## src/hw/rtl/ffra_pkg.sv

```systemverilog
package ffra_pkg;

  // default grid size in blocks
  localparam int GRID_W_DEF = 64;
  localparam int GRID_H_DEF = 64;

  // field widths
  localparam int REQ_W      = 9;
  localparam int POS_W      = 8;
  localparam int CFG_DATA_W = 7;
  localparam int CFG_IDX_W  = 2;

  // block geometry: 4-pixel blocks, round pixel sizes up
  localparam int BLOCK_SHIFT = 2;
  localparam int ROUND_ADD   = 3;
  localparam int BLK_W       = REQ_W + 1 - BLOCK_SHIFT;

  // common width for size compares and sums
  localparam int CMP_W = 10;

  // canvas register reset value
  localparam int CANVAS_RESET = 64;

  // configuration register indexes
  localparam logic [CFG_IDX_W-1:0] REG_CANVAS_W = CFG_IDX_W'(0);
  localparam logic [CFG_IDX_W-1:0] REG_CANVAS_H = CFG_IDX_W'(1);

  // clamp a canvas register to the range 1 .. grid
  function automatic logic [CMP_W-1:0] active_size(input logic [CFG_DATA_W-1:0] size_reg,
                                                   input int grid);
    logic [CMP_W-1:0] size_ext;
    logic [CMP_W-1:0] grid_ext;
    size_ext = CMP_W'(size_reg);
    grid_ext = CMP_W'(grid);
    if (size_ext == '0) begin
      return CMP_W'(1);
    end else if (size_ext > grid_ext) begin
      return grid_ext;
    end
    return size_ext;
  endfunction

endpackage

```

## src/hw/rtl/first_fit_rect_allocator.sv

```systemverilog
// order: a zero-size or oversize request answers with done in the cycle after start;
// otherwise each candidate row merges bh map rows (read, then add) and scans up to cw
// columns, and marking a hit rereads and rewrites bh rows (bw, bh in blocks)
// throughput: one item at a time, busy stays high for the whole search of the map
// reset: canvas registers go to 64 blocks, the whole map reads free at once
// result: a one-cycle done pulse with placed, x_pos and y_pos; the receiver cannot stall
module first_fit_rect_allocator #(
  parameter int GRID_W_BLOCKS = ffra_pkg::GRID_W_DEF,
  parameter int GRID_H_BLOCKS = ffra_pkg::GRID_H_DEF
) (
  input  logic                             clk,
  input  logic                             rst,
  input  logic                             start,
  output logic                             busy,
  input  logic [ffra_pkg::REQ_W-1:0]       req_width,
  input  logic [ffra_pkg::REQ_W-1:0]       req_height,
  output logic                             done,
  output logic                             placed,
  output logic [ffra_pkg::POS_W-1:0]       x_pos,
  output logic [ffra_pkg::POS_W-1:0]       y_pos,
  input  logic                             cfg_we,
  input  logic [ffra_pkg::CFG_IDX_W-1:0]   cfg_index,
  input  logic [ffra_pkg::CFG_DATA_W-1:0]  cfg_data
);

  import ffra_pkg::*;

  localparam int COL_W = (GRID_W_BLOCKS > 1) ? $clog2(GRID_W_BLOCKS) : 1;
  localparam int ROW_W = (GRID_H_BLOCKS > 1) ? $clog2(GRID_H_BLOCKS) : 1;
  localparam int CWC_W = $clog2(GRID_W_BLOCKS + 1);
  localparam int RHC_W = $clog2(GRID_H_BLOCKS + 1);

  typedef enum logic [5:0] {
    S_IDLE    = 6'b000001,
    S_ACC_RD  = 6'b000010,
    S_ACC_ADD = 6'b000100,
    S_SCAN    = 6'b001000,
    S_MARK_RD = 6'b010000,
    S_MARK_WR = 6'b100000
  } state_t;

  state_t                   state;
  logic [CFG_DATA_W-1:0]    canvas_w;
  logic [CFG_DATA_W-1:0]    canvas_h;
  logic [CWC_W-1:0]         cw;
  logic [RHC_W-1:0]         ch;
  logic [BLK_W-1:0]         bw;
  logic [BLK_W-1:0]         bh;
  logic [RHC_W-1:0]         by;
  logic [RHC_W-1:0]         rptr;
  logic [CWC_W-1:0]         col;
  logic [CWC_W-1:0]         run;
  logic [COL_W-1:0]         bx;
  logic [GRID_W_BLOCKS-1:0] acc;
  logic [GRID_W_BLOCKS-1:0] rd_row;
  logic [GRID_W_BLOCKS-1:0] mask;

  // request size in blocks and canvas clamp
  logic [REQ_W:0]   wsum;
  logic [REQ_W:0]   hsum;
  logic [BLK_W-1:0] bw_in;
  logic [BLK_W-1:0] bh_in;
  logic [CMP_W-1:0] cw_act;
  logic [CMP_W-1:0] ch_act;
  logic             reject;

  assign wsum   = {1'b0, req_width} + (REQ_W + 1)'(ROUND_ADD);
  assign hsum   = {1'b0, req_height} + (REQ_W + 1)'(ROUND_ADD);
  assign bw_in  = wsum[REQ_W:BLOCK_SHIFT];
  assign bh_in  = hsum[REQ_W:BLOCK_SHIFT];
  assign cw_act = active_size(canvas_w, GRID_W_BLOCKS);
  assign ch_act = active_size(canvas_h, GRID_H_BLOCKS);
  assign reject = (bw_in == '0) || (bh_in == '0) ||
                  (CMP_W'(bw_in) > cw_act) || (CMP_W'(bh_in) > ch_act);

  // row span of the current candidate
  logic [CMP_W-1:0] row_end;
  logic             last_row;

  assign row_end  = CMP_W'(by) + CMP_W'(bh);
  assign last_row = (CMP_W'(rptr) + CMP_W'(1)) == row_end;

  // shared column scan step: one map bit, run length compare
  logic             bit_used;
  logic [CMP_W-1:0] run_inc;
  logic             hit;
  logic             last_col;
  logic [CMP_W-1:0] by_inc;
  logic             row_fail;
  logic [CMP_W-1:0] bx_hit;

  assign bit_used = acc[col[COL_W-1:0]];
  assign run_inc  = CMP_W'(run) + CMP_W'(1);
  assign hit      = !bit_used && (run_inc == CMP_W'(bw));
  assign last_col = (CMP_W'(col) + CMP_W'(1)) == CMP_W'(cw);
  assign by_inc   = CMP_W'(by) + CMP_W'(1);
  assign row_fail = (by_inc + CMP_W'(bh)) > CMP_W'(ch);
  assign bx_hit   = CMP_W'(col) + CMP_W'(1) - CMP_W'(bw);

  // columns covered by the placed rectangle
  always_comb begin
    for (int i = 0; i < GRID_W_BLOCKS; i++) begin
      mask[i] = (CMP_W'(i) >= CMP_W'(bx)) && (CMP_W'(i) < CMP_W'(bx) + CMP_W'(bw));
    end
  end

  // occupancy map
  ffra_occ_mem #(
    .GRID_W_BLOCKS (GRID_W_BLOCKS),
    .GRID_H_BLOCKS (GRID_H_BLOCKS),
    .ROW_W         (ROW_W)
  ) u_occ_mem (
    .clk     (clk),
    .rst     (rst),
    .rd_addr (rptr[ROW_W-1:0]),
    .rd_row  (rd_row),
    .wr_en   (state == S_MARK_WR),
    .wr_addr (rptr[ROW_W-1:0]),
    .wr_data (rd_row | mask)
  );

  // configuration registers
  always_ff @(posedge clk) begin
    if (rst) begin
      canvas_w <= CFG_DATA_W'(CANVAS_RESET);
      canvas_h <= CFG_DATA_W'(CANVAS_RESET);
    end else if (cfg_we) begin
      unique case (cfg_index)
        REG_CANVAS_W: canvas_w <= cfg_data;
        REG_CANVAS_H: canvas_h <= cfg_data;
        default: ;
      endcase
    end
  end

  // search sequencer
  always_ff @(posedge clk) begin
    if (rst) begin
      state <= S_IDLE;
      done  <= 1'b0;
    end else begin
      done <= 1'b0;
      unique case (state)
        S_IDLE: begin
          if (start) begin
            cw <= CWC_W'(cw_act);
            ch <= RHC_W'(ch_act);
            bw <= bw_in;
            bh <= bh_in;
            by <= '0;
            rptr <= '0;
            acc <= '0;
            if (reject) begin
              done   <= 1'b1;
              placed <= 1'b0;
              x_pos  <= '0;
              y_pos  <= '0;
            end else begin
              state <= S_ACC_RD;
            end
          end
        end
        S_ACC_RD: begin
          state <= S_ACC_ADD;
        end
        S_ACC_ADD: begin
          acc <= acc | rd_row;
          if (last_row) begin
            col   <= '0;
            run   <= '0;
            state <= S_SCAN;
          end else begin
            rptr  <= rptr + RHC_W'(1);
            state <= S_ACC_RD;
          end
        end
        S_SCAN: begin
          if (hit) begin
            bx    <= COL_W'(bx_hit);
            rptr  <= by;
            state <= S_MARK_RD;
          end else if (last_col) begin
            if (row_fail) begin
              done   <= 1'b1;
              placed <= 1'b0;
              x_pos  <= '0;
              y_pos  <= '0;
              state  <= S_IDLE;
            end else begin
              by    <= RHC_W'(by_inc);
              rptr  <= RHC_W'(by_inc);
              acc   <= '0;
              state <= S_ACC_RD;
            end
          end else begin
            run <= bit_used ? '0 : CWC_W'(run_inc);
            col <= col + CWC_W'(1);
          end
        end
        S_MARK_RD: begin
          state <= S_MARK_WR;
        end
        S_MARK_WR: begin
          if (last_row) begin
            done   <= 1'b1;
            placed <= 1'b1;
            x_pos  <= POS_W'(CMP_W'(bx) << BLOCK_SHIFT);
            y_pos  <= POS_W'(CMP_W'(by) << BLOCK_SHIFT);
            state  <= S_IDLE;
          end else begin
            rptr  <= rptr + RHC_W'(1);
            state <= S_MARK_RD;
          end
        end
        default: state <= S_IDLE;
      endcase
    end
  end

  assign busy = (state != S_IDLE);

  // a result always comes out with the sequencer back at rest
  assert property (@(posedge clk) disable iff (rst) done |-> !busy)
    else $error("result strobe while search still running");

  // an accepted item either starts a search or answers at once
  assert property (@(posedge clk) disable iff (rst) (start && !busy) |=> (busy || done))
    else $error("accepted item neither searched nor answered");

  // the column scan stays inside the active canvas
  assert property (@(posedge clk) disable iff (rst) (state == S_SCAN) |-> (col < cw))
    else $error("column scan beyond canvas width");

  // marking only touches rows of the placed rectangle
  assert property (@(posedge clk) disable iff (rst)
    (state == S_MARK_WR) |-> ((rptr >= by) && (CMP_W'(rptr) < row_end)))
    else $error("mark write outside placed rows");

endmodule

```

## src/hw/rtl/ffra_occ_mem.sv

```systemverilog
module ffra_occ_mem #(
  parameter int GRID_W_BLOCKS = ffra_pkg::GRID_W_DEF,
  parameter int GRID_H_BLOCKS = ffra_pkg::GRID_H_DEF,
  parameter int ROW_W         = (GRID_H_BLOCKS > 1) ? $clog2(GRID_H_BLOCKS) : 1
) (
  input  logic                     clk,
  input  logic                     rst,
  input  logic [ROW_W-1:0]         rd_addr,
  output logic [GRID_W_BLOCKS-1:0] rd_row,
  input  logic                     wr_en,
  input  logic [ROW_W-1:0]         wr_addr,
  input  logic [GRID_W_BLOCKS-1:0] wr_data
);

  // occupancy rows, one bit per block, 1 = used
  logic [GRID_W_BLOCKS-1:0] mem [GRID_H_BLOCKS];
  logic [GRID_H_BLOCKS-1:0] row_valid;
  logic [GRID_W_BLOCKS-1:0] rd_data;
  logic                     rd_vld;

  // row array write and registered read
  always_ff @(posedge clk) begin
    if (wr_en) begin
      mem[wr_addr] <= wr_data;
    end
    rd_data <= mem[rd_addr];
  end

  // per-row valid bits, cleared at reset so the map reads as free
  always_ff @(posedge clk) begin
    if (rst) begin
      row_valid <= '0;
      rd_vld    <= 1'b0;
    end else begin
      if (wr_en) begin
        row_valid[wr_addr] <= 1'b1;
      end
      rd_vld <= row_valid[rd_addr];
    end
  end

  // a row never written reads as all free
  assign rd_row = rd_vld ? rd_data : '0;

endmodule

```

## config.mk

```make
export PLATFORM = sky130hd
export DESIGN_NAME = first_fit_rect_allocator
export DESIGN_NICKNAME = d
export VERILOG_FILES = /design/src/hw/rtl/ffra_pkg.sv /design/src/hw/rtl/first_fit_rect_allocator.sv /design/src/hw/rtl/ffra_occ_mem.sv
export SDC_FILE = /design/constraint.sdc
export NUM_CORES = 2
export LEC_CHECK = 0
export BUFFER_PORTS_ARGS = -buffer_cell sky130_fd_sc_hd__buf_2
export CELL_PAD_IN_SITES_DETAIL_PLACEMENT = 1
export CELL_PAD_IN_SITES_GLOBAL_PLACEMENT = 2
export CORE_ASPECT_RATIO = 1.4
export CORE_MARGIN = 1.5
export CORE_UTILIZATION = 40
export CTS_BUF_LIST = sky130_fd_sc_hd__clkbuf_4
export DETAILED_ROUTE_END_ITERATION = 12
export PLACE_DENSITY = 0.79
export RECOVER_POWER = 100
export SETUP_SLACK_MARGIN = 0.2
export SLEW_MARGIN = 40
export SYNTH_ARGS = -nofsm -noshare
export SYNTH_HDL_FRONTEND = slang
export SYNTH_SLANG_ARGS = --single-unit
```

## constraint.sdc

```tcl
create_clock -name clk -period 8.29 [get_ports clk]
set_clock_uncertainty 0.1 [all_clocks]
set_input_delay 0.4145 -clock clk [delete_from_list [all_inputs] [get_ports clk]]
set_output_delay 0.4145 -clock clk [all_outputs]
set_load 0.05 [all_outputs]
```

==> flow_summary.ini <==
[cts]
numCtsBuffers = 930
cts-root-buf = clkbuf_4
cts_max_level = 6
cts_setup_buffers = 0
cts_sinks = 4387
cts_buffer_depth = 4
path_clk_slew_ns = 0.07
cts_tree = built
holdBufCountCts = 99
worst_skew_pair.late_latency_ns = 1.65
postCtsResizedCells = 0

[yosys]
synthXorXnorAreaFrac = 0.00468
synth-seq-cells = 4387
ys_async_sr_fraction = 0
synth_top_area_cell = edfxtp_1
synth_compound_area_frac = 0.139
synth_cell_types = 80
synth_top_area_frac = 0.790
synth_edf_count = 4237
synth_top_family_by_area = compound AO/OA/AOI/OAI gates
syn-instance-count = 8944
syn_area_per_cell_sq_um = 18.0
synth-main-ff-cell = edfxtp_1
synth_area_sq_mm = 0.161
ys_warn_count = 0
synthTopCellsByArea = edfxtp_1 79%, a22oi_1 5.9%, a22o_1 2.3%
yosys.area_share.simple = 0.0237
synthAdderAreaFrac = 0.00469
yosysSeqAreaShare = 0.809
muxShareOfSynthArea = 0.00343

[finish]
fillers = 38400
fin_nets = 9857
syn_to_final_growth_pct = 12.7
drive_gt1_frac = 0.166
final_area_sq_mm = 0.181

[route]
wl_per_cell_microns = 36.2
drc = 0
vias = 102000
wl_met2_mm = 282
drt_iter0_markers = 14600
highest_layer = met5
m1WireLength_mm = 196
wl_met3_mm = 57.5
avgViaCountPerCell = 6.46
drt_wl_total_mm = 572
ant_nets = 0
dr.pass1.iters = 6

[floorplanning]
fp.dieH_microns = 754
ios = 50
initial_core_util = 0.402
die_area_sq_mm = 0.407
die_w_microns = 539
num_rows = 275
core_sq_mm = 0.401

[placement]
place.gp.congestion = 0.924
portBuffers = 45
hpwlAfterDp_mm = 305
placed_cell_area_sq_mm = 0.171
dpl_worst_slack_ns = 3.15

[worst_setup_path]
arrival_ns = 7.96
end_kind = register
cp.required_ns = 9.24
path_class = register to register
start_kind = register
r2r-start = state[3]
crit_path_max_fanout = 31
critPathLaunch = state[3]

[sta]
slew_headroom = -2.06
worst_slew_pin_slew_ns = 4.60
finalSetupViolations = 0
whs_ns = 0.182
max_freq_mhz = 143
drv_slew = 6568
final-hold-violation-count = 0
period_needed_ns = 7.02
rsz0062_at_grt = false
finalSetupTns_ns = 0
worst_slack_ns = 1.27
period_share = 0.846

[grt]
grt_pass1_vias = 105000
grt_pass1_wl_mm = 795
grt_max_degree = 98
antenna_found_initial = 15
grtUsageTotal = 0.274
gr-total-overflow = 0

[power_and_ir_drop]
ir_worst_vdd_v = 0.000148
power.density_mw_per_mm2 = 254
leakage_uw = 0.0558
power.total_uw = 46100

[flow_run]
cap_violations = 158

[status]
status = finished with violations
failed_checks = max-capacitance violations, max-slew violations

[worst_hold_path]
hp-start = req_width[0]
hold_path.class = primary input to register
sequential cells by signal, indices dropped and copies added (netlist names), 7 cells and up:
| name | count |
|---|---|
| u_occ_mem.rd_data | 64 |
| rptr | 7 |
| run | 7 |
| by | 7 |
| canvas_w | 7 |
| bw | 8 |
| bh | 8 |
| acc | 64 |
| col | 7 |
| ch | 7 |
| u_occ_mem.mem | 4096 |
| u_occ_mem.row_valid | 64 |
| canvas_h | 7 |
| cw | 7 |
through the flow:
stage | cells | util
after floorplan | 8947 | -
after global placement | 14000 | 0.423
after detailed placement | 14000 | 0.425
after CTS | 15800 | 0.457
after global routing | 15800 | 0.453
final | 15800 | 0.453
metal layers:
layer	track usage	vias up
li1	-	40000
met1	0.324	53300
met2	0.464	7158
met3	0.0552	1556
met4	0.160	2
met5	0	-
cells in the final DEF, fill, tap and decap left out, types with 79 or more instances in the layout:
cell type / n
a21oi_1: 181
a221oi_1: 412
a22o_1: 417
a22oi_1: 1271
a31oi_1: 417
buf_4: 108
clkbuf_1: 181
clkbuf_4: 1288
clkinv_1: 274
clkinv_2: 79
dfxtp_1: 149
dlygate4sd3_1: 98
edfxtp_1: 4237
nand2_1: 136
nand4_1: 88
nor2_1: 201
nor4_1: 96
critical path, cell delays in order (launching register included):
cell and delay [ns]:
dfxtp_1 0.36, nor2_1 0.23, inv_1 0.09, nor3_1 0.15
nand3_1 0.28, or2_0 0.53, nor2_1 1.17, clkbuf_1 2.68
buf_6 0.76
where the power goes:
group          internal, uW  switching, uW  total, uW
clock                  7700           8460      16200
sequential            24600            536      25200
combinational          1400           3430       4830
synthesized netlist by cell type, types with 6 or more instances:
master and n:
edfxtp_1 4237, a22oi_1 1271, clkbuf_1 474, a22o_1 420
a31oi_1 419, a221oi_1 413, nor2_1 225, a21oi_1 182
dfxtp_1 150, nand2_1 137, nor4_1 107, nand4_1 88
buf_1 82, nand3_1 71, o21a_1 70, o21ai_0 62
ha_1 54, xnor2_1 47, inv_1 46, buf_2 44
a41oi_1 40, and2_1 30, xor2_1 26, nor3_1 18
a21o_1 16, a32o_1 12, mux2i_1 12, o31ai_1 12
and3_1 11, or2_2 11, mux4_1 10, nor2b_1 10
nand3b_1 9, mux4_2 7, o41ai_1 7, a211oi_1 6
and4_1 6, o211ai_1 6, or3_1 6
layout make-up:
cell class	count	area, sq um	share of cell area
Antenna cell	17	42.5	0.000234
Clock buffer	1288	9670	0.0533
Clock inverter	395	2090	0.0115
Inverter	47	176	0.000972
Multi-Input combinational cell	3907	29000	0.160
Sequential cell	4387	130000	0.718
Tap cell	5263	6590	0.0363
Timing Repair Buffer	495	3690	0.0203
logic make-up (layout without fill, tap and decap cells):
group,after synthesis,count (layout)
compound gates,2978,2978
xor+xnor,78,78
fa+ha+maj,58,58
buf+inv,653,2225
flops,4387,4387
mux,30,30
other cells,1,21
simple gates,759,759
path summary, 6_finish.rpt:
kind,end,slack (ns),depth (start not counted)
setup / recovery,u_occ_mem.mem[42][62],1.27,8
hold / removal,state[0],0.18,8
setup reg to reg,u_occ_mem.mem[42][62],1.27,8
hold reg to reg,ch[6],0.35,0
Power figures use the tool's default switching activity.
